<file path="src/hdl/bounded_stack_with_max_query_core_macros.svh">
// Assertion macros shared by the stack RTL.
// Depends on nothing; taken in by `include inside module bodies.
`ifndef BOUNDED_STACK_WITH_MAX_QUERY_CORE_MACROS_SVH
`define BOUNDED_STACK_WITH_MAX_QUERY_CORE_MACROS_SVH

// Same-cycle implication, disabled while reset is held.
`define BSMQ_ASSERT_NOW(label, clk, rst_n, ante, cons) \
    label: assert property (@(posedge clk) disable iff (!rst_n) (ante) |-> (cons)) \
        else $error("stack assertion failed");

// Next-cycle implication, disabled while reset is held.
`define BSMQ_ASSERT_NEXT(label, clk, rst_n, ante, cons) \
    label: assert property (@(posedge clk) disable iff (!rst_n) (ante) |=> (cons)) \
        else $error("stack assertion failed");

`endif

</file>
<file path="src/hdl/bsmq_pkg.sv">
// Package for the bounded stack: field widths, types, operation and status codes.
// Depends on nothing.
`default_nettype none

package bsmq_pkg;

    localparam int DATA_W        = 32;
    localparam int OP_W          = 3;
    localparam int STATUS_W      = 2;
    localparam int FILL_W        = 4;
    localparam int DEPTH_DEFAULT = 8;

    typedef logic signed [DATA_W-1:0] t_data;
    typedef logic [OP_W-1:0]          t_op;
    typedef logic [STATUS_W-1:0]      t_status;
    typedef logic [FILL_W-1:0]        t_fill;

    // Operation codes.
    localparam t_op OP_PUSH = 3'd0;
    localparam t_op OP_POP  = 3'd1;
    localparam t_op OP_PEEK = 3'd2;
    localparam t_op OP_MAX  = 3'd3;
    localparam t_op OP_DUMP = 3'd4;

    // Status codes.
    localparam t_status ST_OK       = 2'd0;
    localparam t_status ST_OVERFLOW = 2'd1;
    localparam t_status ST_EMPTY    = 2'd2;

endpackage

`default_nettype wire

</file>
<file path="src/hdl/bsmq_if.sv">
// Valid/ready channel interfaces for the stack: command in, response out.
// Depends on bsmq_pkg.
`default_nettype none

interface bsmq_cmd_if;
    logic             valid;
    logic             ready;
    bsmq_pkg::t_op    operation;
    bsmq_pkg::t_data  push_value;

    modport source (output valid, output operation, output push_value, input ready);
    modport sink   (input valid, input operation, input push_value, output ready);
endinterface

interface bsmq_rsp_if;
    logic              valid;
    logic              ready;
    bsmq_pkg::t_data   data;
    bsmq_pkg::t_status status;
    bsmq_pkg::t_fill   fill_level;
    logic              last;

    modport source (output valid, output data, output status, output fill_level,
                    output last, input ready);
    modport sink   (input valid, input data, input status, input fill_level,
                    input last, output ready);
endinterface

`default_nettype wire

</file>
<file path="src/hdl/bsmq_ram.sv">
// Generic single-write, single-read RAM with a registered, enabled read port.
// Depends on nothing.
`default_nettype none

module bsmq_ram #(
    parameter int WIDTH = 32,
    parameter int DEPTH = 8
) (
    input  wire logic                     i_clk,
    input  wire logic                     i_wr_en,
    input  wire logic [$clog2(DEPTH)-1:0] i_wr_addr,
    input  wire logic [WIDTH-1:0]         i_wr_data,
    input  wire logic                     i_rd_en,
    input  wire logic [$clog2(DEPTH)-1:0] i_rd_addr,
    output logic      [WIDTH-1:0]         o_rd_data
);

    logic [WIDTH-1:0] r_mem [DEPTH];

    // Write port.
    always_ff @(posedge i_clk) begin
        if (i_wr_en) begin
            r_mem[i_wr_addr] <= i_wr_data;
        end
    end

    // Read port; the data holds until the next enabled read.
    always_ff @(posedge i_clk) begin
        if (i_rd_en) begin
            o_rd_data <= r_mem[i_rd_addr];
        end
    end

endmodule

`default_nettype wire

</file>
<file path="src/hdl/bounded_stack_with_max_query_core.sv">
// Bounded LIFO stack of signed 32-bit words with pop, peek, maximum and dump.
// Commands arrive on i_cmd (operation, push_value); results leave on o_rsp
// (data, status, fill_level, last), both valid/ready channels.
// One command is handled at a time: i_cmd.ready is high only while the
// sequencer is idle. The entries sit in a single RAM with one registered read
// port, and that port sets the order of steps:
//   push, unknown operation or any error: the result goes from S_EMIT to the output.
//   pop and peek: one RAM read, captured in S_FETCH, then S_EMIT.
//   max: the entries are read from the bottom up in S_MAX, one entry compared per cycle.
//   dump: count results from the top down, one a cycle while the receiver takes them.
// Every command ends with a result carrying last = 1.
// A finished result sits in an output register, so a new command is accepted
// while it waits; a stalled receiver holds the sequencer only when it has the
// next result ready. Reset empties the stack and drops any pending result;
// the entries themselves are not cleared.
// Depends on bsmq_pkg, bsmq_if, bsmq_ram and the assertion macro header.
`default_nettype none

module bounded_stack_with_max_query_core #(
    parameter int DEPTH = bsmq_pkg::DEPTH_DEFAULT
) (
    input  wire logic  i_clk,
    input  wire logic  i_rst_n,
    bsmq_cmd_if.sink   i_cmd,
    bsmq_rsp_if.source o_rsp
);

    import bsmq_pkg::*;
    `include "bounded_stack_with_max_query_core_macros.svh"

    localparam int AW = $clog2(DEPTH);
    localparam int CW = $clog2(DEPTH + 1);

    // Sequencer states.
    localparam logic [2:0] S_IDLE  = 3'd0;
    localparam logic [2:0] S_FETCH = 3'd1;
    localparam logic [2:0] S_EMIT  = 3'd2;
    localparam logic [2:0] S_MAX   = 3'd3;
    localparam logic [2:0] S_DUMP  = 3'd4;

    logic [2:0]    r_state, n_state;
    logic [CW-1:0] r_count, n_count;
    logic [AW-1:0] r_idx, n_idx;
    t_data         r_res_data, n_res_data;
    t_status       r_res_status, n_res_status;

    logic          r_out_valid;
    t_data         r_out_data;
    t_status       r_out_status;
    t_fill         r_out_fill;
    logic          r_out_last;

    logic          wr_en;
    logic          rd_en;
    logic [AW-1:0] rd_addr;
    t_data         rd_data;
    logic          load;
    t_data         ld_data;
    t_status       ld_status;
    logic          ld_last;

    logic          accept;
    logic          out_free;
    logic          full;
    logic          empty;
    logic [AW-1:0] top_idx;

    assign accept   = i_cmd.valid && i_cmd.ready;
    assign out_free = !r_out_valid || o_rsp.ready;
    assign full     = (r_count == CW'(DEPTH));
    assign empty    = (r_count == '0);
    assign top_idx  = AW'(r_count - CW'(1));

    assign i_cmd.ready = (r_state == S_IDLE);

    // Entry storage.
    bsmq_ram #(
        .WIDTH (DATA_W),
        .DEPTH (DEPTH)
    ) u_ram (
        .i_clk     (i_clk),
        .i_wr_en   (wr_en),
        .i_wr_addr (AW'(r_count)),
        .i_wr_data (i_cmd.push_value),
        .i_rd_en   (rd_en),
        .i_rd_addr (rd_addr),
        .o_rd_data (rd_data)
    );

    // Sequencer: decodes a command, walks the RAM and hands results to the output register.
    always_comb begin
        n_state      = r_state;
        n_count      = r_count;
        n_idx        = r_idx;
        n_res_data   = r_res_data;
        n_res_status = r_res_status;
        wr_en        = 1'b0;
        rd_en        = 1'b0;
        rd_addr      = r_idx;
        load         = 1'b0;
        ld_data      = r_res_data;
        ld_status    = r_res_status;
        ld_last      = 1'b1;

        case (r_state)
            S_IDLE: begin
                if (accept) begin
                    n_res_data   = '0;
                    n_res_status = ST_OK;
                    n_state      = S_EMIT;
                    case (i_cmd.operation)
                        OP_PUSH: begin
                            if (full) begin
                                n_res_status = ST_OVERFLOW;
                            end else begin
                                wr_en   = 1'b1;
                                n_count = r_count + CW'(1);
                            end
                        end
                        OP_POP: begin
                            if (empty) begin
                                n_res_status = ST_EMPTY;
                            end else begin
                                n_count = r_count - CW'(1);
                                rd_en   = 1'b1;
                                rd_addr = top_idx;
                                n_state = S_FETCH;
                            end
                        end
                        OP_PEEK: begin
                            if (empty) begin
                                n_res_status = ST_EMPTY;
                            end else begin
                                rd_en   = 1'b1;
                                rd_addr = top_idx;
                                n_state = S_FETCH;
                            end
                        end
                        OP_MAX: begin
                            if (empty) begin
                                n_res_status = ST_EMPTY;
                            end else begin
                                rd_en   = 1'b1;
                                rd_addr = '0;
                                n_idx   = '0;
                                n_state = S_MAX;
                            end
                        end
                        OP_DUMP: begin
                            if (empty) begin
                                n_res_status = ST_EMPTY;
                            end else begin
                                rd_en   = 1'b1;
                                rd_addr = top_idx;
                                n_idx   = top_idx;
                                n_state = S_DUMP;
                            end
                        end
                        default: begin
                            n_res_status = ST_OK;
                        end
                    endcase
                end
            end
            S_FETCH: begin
                n_res_data = rd_data;
                n_state    = S_EMIT;
            end
            S_EMIT: begin
                if (out_free) begin
                    load    = 1'b1;
                    n_state = S_IDLE;
                end
            end
            S_MAX: begin
                // One entry per cycle: compare the word read last cycle, fetch the next.
                if ((r_idx == '0) || (rd_data > r_res_data)) begin
                    n_res_data = rd_data;
                end
                if (r_idx == top_idx) begin
                    n_state = S_EMIT;
                end else begin
                    rd_en   = 1'b1;
                    rd_addr = r_idx + AW'(1);
                    n_idx   = r_idx + AW'(1);
                end
            end
            S_DUMP: begin
                // Hand out the entry last read from the RAM, then fetch the one below it.
                if (out_free) begin
                    load      = 1'b1;
                    ld_data   = rd_data;
                    ld_status = ST_OK;
                    ld_last   = (r_idx == '0);
                    if (r_idx == '0) begin
                        n_state = S_IDLE;
                    end else begin
                        rd_en   = 1'b1;
                        rd_addr = r_idx - AW'(1);
                        n_idx   = r_idx - AW'(1);
                    end
                end
            end
            default: begin
                n_state = S_IDLE;
            end
        endcase
    end

    // Control registers.
    always_ff @(posedge i_clk) begin
        if (!i_rst_n) begin
            r_state <= S_IDLE;
            r_count <= '0;
        end else begin
            r_state <= n_state;
            r_count <= n_count;
        end
    end

    // Working registers of the sequencer.
    always_ff @(posedge i_clk) begin
        r_idx        <= n_idx;
        r_res_data   <= n_res_data;
        r_res_status <= n_res_status;
    end

    // Output register: loaded when free, emptied when the receiver takes the item.
    always_ff @(posedge i_clk) begin
        if (!i_rst_n) begin
            r_out_valid <= 1'b0;
        end else if (load) begin
            r_out_valid <= 1'b1;
        end else if (o_rsp.ready) begin
            r_out_valid <= 1'b0;
        end
    end

    always_ff @(posedge i_clk) begin
        if (load) begin
            r_out_data   <= ld_data;
            r_out_status <= ld_status;
            r_out_fill   <= FILL_W'(r_count);
            r_out_last   <= ld_last;
        end
    end

    assign o_rsp.valid      = r_out_valid;
    assign o_rsp.data       = r_out_data;
    assign o_rsp.status     = r_out_status;
    assign o_rsp.fill_level = r_out_fill;
    assign o_rsp.last       = r_out_last;

    // Checks on the sequencer and the fill count.
    `BSMQ_ASSERT_NOW(a_count_bounded, i_clk, i_rst_n, 1'b1, r_count <= CW'(DEPTH))
    `BSMQ_ASSERT_NEXT(a_push_grows, i_clk, i_rst_n,
        accept && (i_cmd.operation == OP_PUSH) && !full, r_count == $past(r_count) + CW'(1))
    `BSMQ_ASSERT_NEXT(a_last_ends_item, i_clk, i_rst_n, load && ld_last, r_state == S_IDLE)
    `BSMQ_ASSERT_NOW(a_walk_in_range, i_clk, i_rst_n,
        (r_state == S_MAX) || (r_state == S_DUMP), CW'(r_idx) < r_count)

endmodule

`default_nettype wire
</file>
<file path="src/flat_wrapper.sv">
// flat-port wrapper written by rule: the top's interface ports become plain ports
module bounded_stack_with_max_query_core_flat import bsmq_pkg::*;
#(
    parameter int DEPTH = bsmq_pkg::DEPTH_DEFAULT
)
  (i_clk, i_rst_n, i_cmd_valid, i_cmd_operation, i_cmd_push_value, i_cmd_ready, o_rsp_valid, o_rsp_data, o_rsp_status, o_rsp_fill_level, o_rsp_last, o_rsp_ready);
  bsmq_cmd_if i_cmd_i ();
  bsmq_rsp_if o_rsp_i ();
  input  wire logic i_clk;
  input  wire logic i_rst_n;
  input wire logic [$bits(i_cmd_i.valid)-1:0] i_cmd_valid;
  input wire logic [$bits(i_cmd_i.operation)-1:0] i_cmd_operation;
  input wire logic [$bits(i_cmd_i.push_value)-1:0] i_cmd_push_value;
  output wire logic [$bits(i_cmd_i.ready)-1:0] i_cmd_ready;
  output wire logic [$bits(o_rsp_i.valid)-1:0] o_rsp_valid;
  output wire logic [$bits(o_rsp_i.data)-1:0] o_rsp_data;
  output wire logic [$bits(o_rsp_i.status)-1:0] o_rsp_status;
  output wire logic [$bits(o_rsp_i.fill_level)-1:0] o_rsp_fill_level;
  output wire logic [$bits(o_rsp_i.last)-1:0] o_rsp_last;
  input wire logic [$bits(o_rsp_i.ready)-1:0] o_rsp_ready;
  assign i_cmd_i.valid = i_cmd_valid;
  assign i_cmd_i.operation = i_cmd_operation;
  assign i_cmd_i.push_value = i_cmd_push_value;
  assign i_cmd_ready = i_cmd_i.ready;
  assign o_rsp_valid = o_rsp_i.valid;
  assign o_rsp_data = o_rsp_i.data;
  assign o_rsp_status = o_rsp_i.status;
  assign o_rsp_fill_level = o_rsp_i.fill_level;
  assign o_rsp_last = o_rsp_i.last;
  assign o_rsp_i.ready = o_rsp_ready;
  bounded_stack_with_max_query_core #(.DEPTH(DEPTH)) u_core (.i_clk(i_clk), .i_rst_n(i_rst_n), .i_cmd(i_cmd_i), .o_rsp(o_rsp_i));
endmodule
</file>
<file path="config.mk">
export PLATFORM = sky130hd
export DESIGN_NAME = bounded_stack_with_max_query_core_flat
export DESIGN_NICKNAME = d
export VERILOG_FILES = /design/src/hdl/bsmq_pkg.sv /design/src/hdl/bsmq_if.sv /design/src/hdl/bsmq_ram.sv /design/src/hdl/bounded_stack_with_max_query_core.sv /design/src/flat_wrapper.sv
export VERILOG_INCLUDE_DIRS = /design/src /design/src/hdl
export SDC_FILE = /design/constraint.sdc
export NUM_CORES = 1
export LEC_CHECK = 0
export BUFFER_PORTS_ARGS = -buffer_cell sky130_fd_sc_hd__buf_2
export CAP_MARGIN = 20
export CORE_ASPECT_RATIO = 0.5
export CORE_UTILIZATION = 35
export DETAILED_ROUTE_END_ITERATION = 10
export PLACE_DENSITY = 0.62
export SYNTH_ARGS = -nofsm -noshare
export SYNTH_HDL_FRONTEND = slang
export SYNTH_HIERARCHICAL = 1
export SYNTH_SLANG_ARGS = --single-unit
</file>
<file path="constraint.sdc">
create_clock -name i_clk -period 7.7 [get_ports i_clk]
set_clock_uncertainty 0.05 [all_clocks]
set_input_delay 0.385 -clock i_clk [delete_from_list [all_inputs] [get_ports i_clk]]
set_output_delay 0.385 -clock i_clk [all_outputs]
set_load 0.02 [all_outputs]
</file>
Word-level counts from Yosys, hierarchy flattened
Memory sizes are Yosys's and may differ from the RTL's. A register that Yosys moved wholly into a read port is not among the register bits.
Index checks and enable logic that the tools add are counted.
{ "word_totals": {"regBits": 84, "mem_bits_rw": 256, "input_bits": 39, "out_inout_bits": 41, "word_cells": 108, "mem_count": 1} }
{ "mem_list": {"columns": ["name", "depth", "word_bits", "read_ports", "rd_clocked_by_memory_dff", "wr", "line_no", "text"], "rows": [
  ["u_core.u_ram.r_mem", 8, 32, 1, 1, 1, "bsmq_ram.sv:18", "logic [WIDTH-1:0] r_mem [DEPTH];"]
]} }
{ "op_classes": {"add_sub_neg": 4, "n_lt_le_gt_ge": 1, "n_eq_ne": 19, "muxes": 51, "n_reduce_logical": 22} }
{ "ops": {"columns": ["op", "count"], "rows": [
  ["$mux 32", 4],
  ["$pmux 32 s3", 1],
  ["$mux 3", 13],
  ["$gt 32x32->1", 1],
  ["$pmux 3 s3", 3],
  ["$mux 1", 18],
  ["$pmux 3 s5", 1],
  ["$eq 3x2->1 const B", 4],
  ["$pmux 3 s2", 2],
  ["$ne 2x1->1 const B", 5],
  ["$reduce_and 5->1", 2],
  ["$logic_not 3->1", 3],
  ["$mux 2", 4],
  ["$mux 4", 2],
  ["$pmux 4 s2", 1],
  ["$eq 3x1->1 const B", 2],
  ["$eq 3x3->1 const B", 2],
  ["$ne 2x2->1 const B", 3],
  ["$reduce_and 3->1", 2],
  ["$reduce_bool 3->1", 2],
  ["$add 4x1->4 const B", 1],
  ["$eq 4x4->1 const B", 1],
  ["$logic_not 4->1", 1],
  ["$pmux 2 s2", 1],
  ["14 further kinds", 18]
]} }

Depth between registers and ports, before layout
Gate-level depths: netlist (run 1).
{ "depth": {"ltp_word": 7, "mapped_depth": 13, "depth_no_buf": 10} }

By module
The synthesis (run 1) kept the hierarchy.
{ "modules_own_cells": {"columns": ["mod", "n_inst", "cells_per_inst", "area_each_um2", "seq_area_each_um2"], "rows": [
  ["bsmq_ram", 1, 415, 10786.6, 8648.3],
  ["bounded_stack_with_max_query_core", 1, 414, 4817.1, 2442.3]
]} }

Least setup slack after synthesis (run 1)
OpenSTA, ideal clock, no wires.
{ "synth_path": {"path_type": "reg2reg", "start": "register u_core.r_count[0]", "end": "memory u_core.u_ram.r_mem[0][0], enable pin", "setup_ns": 0.461, "arrival_time_ns": 3.578, "required_ns": 7.189, "slack_ns": 3.611, "stages_incl_launch_ff": 9, "n_path_buf": 1, "cell_sequence": "dfxtp_1 -> buf_2 -> inv_1 -> ha_1 -> nand3b_1 -> nand2_1 -> nor2_1 -> nand2b_1 -> nor3_1"} }
{ "synth_via": {"elab_chain_len": 7} }
{ "synth_rtl": {"columns": ["item", "line_no", "text"], "rows": [
  ["from (decl)", "bounded_stack_with_max_query_core.sv:42", "logic [CW-1:0] r_count, n_count;"],
  ["from (signal assigned)", "bounded_stack_with_max_query_core.sv:217", "r_count <= n_count;"],
  ["$eq 4x4->1", "bounded_stack_with_max_query_core.sv:70", "assign full = (r_count == CW'(DEPTH));"],
  ["$mux 1", "bounded_stack_with_max_query_core.sv:113", "if (full) begin"],
  ["$mux 1", "bounded_stack_with_max_query_core.sv:111", "case (i_cmd.operation)"],
  ["$mux 1", "bounded_stack_with_max_query_core.sv:107", "if (accept) begin"],
  ["$mux 1", "bounded_stack_with_max_query_core.sv:105", "case (r_state)"],
  ["via u_core.wr_en", "bounded_stack_with_max_query_core.sv:53", "logic wr_en;"],
  ["$mux 1", "bsmq_ram.sv:22", "if (i_wr_en) begin"],
  ["$mux 1 (not written as such)", "bsmq_ram.sv:23", "r_mem[i_wr_addr] <= i_wr_data;"],
  ["to (decl)", "bsmq_ram.sv:18", null]
]} }
The timed path passes the listed nets, and every way through them passes these cells.

Worst setup path in the final report (run 1)
{ "layout_path": {"start": "register u_core.r_count[0]", "end": "register u_core.u_ram.o_rd_data[20] (read register of u_core.u_ram.r_mem) (data pin)"} }
{ "layout_via": {"elab_chain_len": 5, "elab_cells_between_ends": 14} }
{ "layout_rtl": {"columns": ["item", "line_no", "text"], "rows": [
  ["$sub 4x1->4 / $logic_not 4->1 (equally long branches)", "bounded_stack_with_max_query_core.sv:72, bounded_stack_with_max_query_core.sv:71", null],
  ["$mux 3, on equally long branches", null, null],
  ["$pmux 3 s2", "bounded_stack_with_max_query_core.sv:111", null],
  ["$mux 3", "bounded_stack_with_max_query_core.sv:107", null],
  ["$pmux 3 s3 (*)", "bounded_stack_with_max_query_core.sv:105", null],
  ["via u_core.rd_addr[0]", "bounded_stack_with_max_query_core.sv:55", "logic [AW-1:0] rd_addr;"],
  ["to (decl)", "bsmq_ram.sv:15", "output logic [WIDTH-1:0] o_rd_data"]
]} }
The timed path passes the listed nets; every way through them passes the cells marked *.
A chain may end at the register's enable or synchronous reset.

==> results of run 1 <==
[path summary, 6_finish.rpt]
kind	from	to	slack (ps)	cells after the start
worst max-delay path	u_core/r_count[0]	u_core/u_ram/o_rd_data[20]	3230	12
worst min-delay path	i_cmd_push_value[29]	u_core/u_ram/r_mem[6][29]	60	1
worst max register to register	u_core/r_count[0]	u_core/u_ram/o_rd_data[20]	3230	12
worst min register to register	u_core/r_count[3]	u_core/o_rsp.fill_level[3]	480	0
[cell type report]
type | instances | area share
clock inverter | 16 | 0.00717
tap | 588 | 0.0413
sequential | 372 | 0.623
inverter | 40 | 0.00850
timing repair buffer | 96 | 0.0294
antenna | 1 | 0.000141
multi-input combinational | 384 | 0.235
clock buffer | 50 | 0.0559
[metal layers]
layer  track usage  routed length (µm)  up-vias
met4        0.0345                 518        2
li1              -                   -     3518
met3        0.0228                1400       49
met5             0                  13        -
met1         0.186               14100     3954
met2         0.228               14800      177
[cells in the mapped netlist (all sizes together), types with 2 or more instances]
| library cell | n | area [µm²] |
|---|---|---|
| nor2b | 5 | 31.3 |
| a211oi | 3 | 22.5 |
| nor3 | 10 | 60.1 |
| mux2 | 63 | 709 |
| buf | 23 | 173 |
| mux2i | 5 | 50.1 |
| o21bai | 4 | 33.8 |
| edfxtp | 364 | 10900 |
| a31oi | 2 | 12.5 |
| o21a | 2 | 15.0 |
| nor2 | 23 | 86.3 |
| dfxtp | 8 | 160 |
| nand2 | 28 | 110 |
| nand4 | 8 | 50.1 |
| a21boi | 2 | 15.0 |
| nor4 | 3 | 18.8 |
| mux4 | 64 | 1590 |
| clkbuf | 10 | 78.8 |
| o21ai | 14 | 73.8 |
| nand3b | 2 | 15.0 |
| a221o | 3 | 30.0 |
| and2 | 38 | 239 |
| a21o | 2 | 15.0 |
| inv | 39 | 146 |
| nand2b | 5 | 31.3 |
| xnor2 | 5 | 70.1 |
| nand3 | 7 | 35.0 |
| a211o | 2 | 17.5 |
| ha | 37 | 463 |
| or3 | 5 | 36.3 |
| xor2 | 4 | 35.0 |
| o211ai | 3 | 22.5 |
| nor3b | 2 | 20.0 |
| a21oi | 23 | 115 |
[state kept, by name (all words and copies together) (netlist names), 3 cells and up]
name and flops:
u_core/u_ram/r_mem 256, u_core/o_rsp.data 32, u_core/r_res_data 32, u_core/u_ram/o_rd_data 32, u_core/o_rsp.fill_level 4, u_core/r_count 4
u_core/r_idx 3, u_core/r_state 3
[report_power, final]
group / switching [W] / internal [W] / leakage (nW) / total, W
clock: 0.000732 / 0.000949 / 0.550 / 0.00168
combinational: 0.000436 / 0.000393 / 2.17 / 0.000829
sequential: 0.0000514 / 0.00237 / 3.40 / 0.00242
[critical path: stages (launching register included)]
cell      delay [ps]
dfxtp_1          640
inv_1             90
ha_1             380
xor2_1           170
nand2_1          140
nor2_1           190
a31o_1           200
mux2i_1          100
o211ai_1         130
buf_4            510
buf_4            630
mux4_1           650
mux2_2           270
[logic make-up after synthesis]
group           count (synthesis)  synth area share
fa+ha+maj                      37            0.0297
buf+inv                        73            0.0258
xor+xnor                        9           0.00674
compound gates                 67            0.0277
simple gates                  139            0.0487
flops                         372             0.711
mux                           132             0.151
[per-stage QoR]
| stage | std cells | hold WS [ps] | total power, W |
|---|---|---|---|
| floorplan | 829 | 416 | 0.00310 |
| global placement | 1480 | 472 | 0.00329 |
| detailed placement | 1480 | 475 | 0.00331 |
| CTS | 1546 | 46.2 | 0.00498 |
| global route | 1546 | 69.2 | 0.00513 |
| finish | 1547 | 64.9 | 0.00493 |
==> results.cfg, run 1 <==
[clock_tree]
cts_setup_buffers = 0
cts_tree = done
post_cts_resized = 0
clock_path_buffers = 3
cts.clk_slew.worst_paths_ps = 60
hold_buffers = 0
cts-buffers-inserted = 37
htreeDepth = 2
clkLatencyLatePin_ps = 540
cts_num_sinks = 372
root_buffer = clkbuf_16

[logic_synthesis]
seq_area_frac_synth = 0.711
synth_warnings = 6
netlist_area_um2 = 15600
synthFlopType = edfxtp_1
ys_seq_elements = 372
ys_types = 61
synth_cells = 829
synth_nets = 905
synth_edf_count = 364
synth_async_sr_flop_share = 0
syn_area_per_cell_um2 = 18.8

[layout]
final_cell_mix = edfxtp_1, buf_2, mux2_2, mux4_1, inv_1
final_util = 0.407
layout-drive-gt1-share = 0.266
num-fill-cells = 3915
finalNetCount = 1007
final-seq-area_um2 = 11100
final_area_um2 = 17800
multi_input_area_um2 = 4180
area_growth_pct = 14.1
mostFrequentLayoutCell = edfxtp_1

[global_route]
grt_pass1_wl_mm = 46.5
overflow = 0
grt_max_degree = 65
grt_usage = 0.136
grt_pass1_vias = 7837
antenna_found_initial = 1

[critical_path]
crit_path_start_kind = flop
cp_data_arrival_time_ps = 4700
end_kind = flop
path_max_fanout = 36
required_ps = 7930
path_class = flop to flop

[power]
max-vdd-ir-drop_mv = 0.122
leakagePower_nw = 6.12
p_per_area_nw_per_um2 = 277

[status]
status = complete, no violations

[die]
die-area_um2 = 45500
initial_utilization = 0.356
core_area_um2 = 43800
die_h_um = 151
die_x_um = 301
row_count = 54
num_io_pins = 80

[placed_design]
place_area_um2 = 16700
gp_congestion = 0.808
dp_hpwl_mm = 18.2
dp_slack_ps = 3260
portBuffers = 79

[drt]
post_drt_wl_per_cell_um = 19.9
finalWirelength_mm = 30.8
drc_errors = 0
vias = 7700
dr.pass1.iters = 5
drt_iter0_markers = 537
ant_nets = 0
via_per_inst = 4.98

[sta]
hold_violations = 0
fin_tns_setup_ps = 0
slew_headroom = 0.391
final.min_clock_period_ps = 4470
post-route-period-util = 0.581
final-max-slew-violation-count = 0
fmax_mhz = 224
tightest_slew_ps = 913
worst_slack_ps = 3230
setup_viol = 0
rsz0062_at_grt = false

[job]
cap_violations = 0

[min_path]
worstHoldPathType = primary input to flop
Note: power is estimated with default switching activity, not from simulation.
==> run 2: changes to the inputs <==
--- a/config.mk
+++ b/config.mk
@@ -11,7 +11,7 @@
 export CORE_ASPECT_RATIO = 0.5
 export CORE_UTILIZATION = 35
 export DETAILED_ROUTE_END_ITERATION = 10
-export PLACE_DENSITY = 0.62
+export PLACE_DENSITY = 0.64
 export SYNTH_ARGS = -nofsm -noshare
 export SYNTH_HDL_FRONTEND = slang
 export SYNTH_HIERARCHICAL = 1
==> constraint.sdc (replaced) <==
create_clock -name i_clk -period 4.1 [get_ports i_clk]
set_clock_uncertainty 0.05 [all_clocks]
set_input_delay 0.205 -clock i_clk [delete_from_list [all_inputs] [get_ports i_clk]]
set_output_delay 0.205 -clock i_clk [all_outputs]
set_load 0.02 [all_outputs]
==> run 2 against run 1 <==
Against the previous run:
- combinational power rose by 94%
- wire length rose by 1.6%
- cell area rose by 2.9%
- critical endpoint is now u_core/u_ram/o_rd_data[29]
- largest power group unchanged
==> results.cfg, run 2 (same netlist as run 1, synthesis figures left out) <==
[status]
status = complete, no violations

[placed_design]
dp_cells = 1483
dp_hpwl_mm = 19.2
gp_congestion = 0.817
portBuffers = 79

[die]
num_io_pins = 80
row_count = 54
initial_utilization = 0.356
die_x_um = 301
die-area_um2 = 45500
die_h_um = 151
core_area_um2 = 43800

[drt]
drt_iter0_markers = 544
post_drt_wl_per_cell_um = 19.8
drc_errors = 0
finalWirelength_mm = 31.3
vias = 7926
ant_nets = 0
dr.pass1.iters = 4
via_per_inst = 5.00

[layout]
final_cell_mix = edfxtp_1, buf_2, mux2_2, mux4_1, inv_1
area_growth_pct = 17.4
finalNetCount = 1044
mostFrequentLayoutCell = edfxtp_1
layout-drive-gt1-share = 0.263
largest_register_ffs = 256
final_util = 0.418
largest-register = u_core/u_ram/r_mem
final_cells = 1584

[clock_tree]
cts_num_sinks = 372
cts_tree = done
cts-buffers-inserted = 37
cts_setup_buffers = 0
htreeDepth = 2
root_buffer = clkbuf_16
cts.clk_slew.worst_paths_ps = 60
clkLatencyLatePin_ps = 530
clock_path_buffers = 3

[min_path]
worstHoldPathType = primary input to flop

[global_route]
overflow = 0
grt_pass1_wl_mm = 47.4
grt_usage = 0.138
grt_pass1_vias = 7996
antenna_found_initial = 0
grt_max_degree = 65

[power]
leakagePower_nw = 6.34
max-vdd-ir-drop_mv = 0.327
p_per_area_nw_per_um2 = 517

[critical_path]
crit_path_start_kind = flop
path_max_fanout = 64
end_kind = flop
cp_data_arrival_time_ps = 3980
required_ps = 4320
path_class = flop to flop

[sta]
slew_headroom = 0.454
fmax_mhz = 266
fin_tns_setup_ps = 0
setup_viol = 0
tightest_slew_ps = 816
post-route-period-util = 0.916
final.min_clock_period_ps = 3760
rsz0062_at_grt = false
hold_violations = 0
final-max-slew-violation-count = 0

[job]
cap_violations = 0
## run 2: cell types whose count changed in the layout (fill, tap and decap cells not counted)
cell	before	now
clkbuf_8	0	2
a211o_2	0	1
clkinv_4	1	0
bufinv_16	1	3
dlygate4sd3_1	0	34
clkinv_1	6	7
buf_12	0	7
clkinvlp_4	0	1
clkbuf_1	12	7
a211o_4	1	0
buf_4	17	13
## run 2: final timing paths
path / startpoint / to / cells past startpoint / slack [ps]
setup / recovery: u_core/r_count[1] / u_core/u_ram/o_rd_data[29] / 11 / 340
hold / removal: i_cmd_operation[1] / u_core/r_res_status[0] / 2 / 30
setup reg to reg: u_core/r_count[1] / u_core/u_ram/o_rd_data[29] / 11 / 340
hold reg to reg: u_core/r_res_status[0] / u_core/o_rsp.status[0] / 1 / 470
## run 2: stage by stage
stage | area (µm²) | hold slack (ps) | worst slack, ps | power [W]
global placement | 16800 | 410 | 476 | 0.00619
detailed placement | 16800 | 423 | 399 | 0.00624
finish | 18300 | 31.9 | 344 | 0.00947
global route | 18300 | 32.7 | 106 | 0.00984
floorplan | 15600 | 254 | 11.4 | 0.00583
CTS | 18300 | 10.5 | 359 | 0.00957
## run 2: worst max-delay path, stage by stage (launching register included)
cell and delay [ps]:
dfxtp_1 530, inv_1 110, ha_1 390, xor2_1 190, nand2_1 160, nor2_1 180
a31o_1 190, mux2i_1 100, o211ai_1 190, buf_12 420, mux4_1 610, mux2_2 280
## run 2: area by class of cell
type                            count  area, µm²
Clock inverter                     19        190
Clock buffer                       47       1000
Multi-Input combinational cell    384       4170
Fill cell                        3853      25500
Inverter                           40        151
Antenna cell                        1       2.50
Tap cell                          588        736
Timing Repair Buffer              133        973
Sequential cell                   372      11100
## run 2: what timing repair did
item,4_1_cts,5_1_grt
endpoints found under the setup margin,0,0
gates resized for setup,0,0
hold buffers,34,0
endpoints found under the hold margin,265,0
## run 2: routing by layer
layer | track usage | wire length, µm
met5 | 0 | 0
met4 | 0.0348 | 505
met1 | 0.187 | 13900
met2 | 0.235 | 15500
met3 | 0.0192 | 1350
## run 2: where the power goes
group | switching [W] | internal, W
logic | 0.000826 | 0.000786
registers | 0.0000988 | 0.00446
clock network | 0.00137 | 0.00193
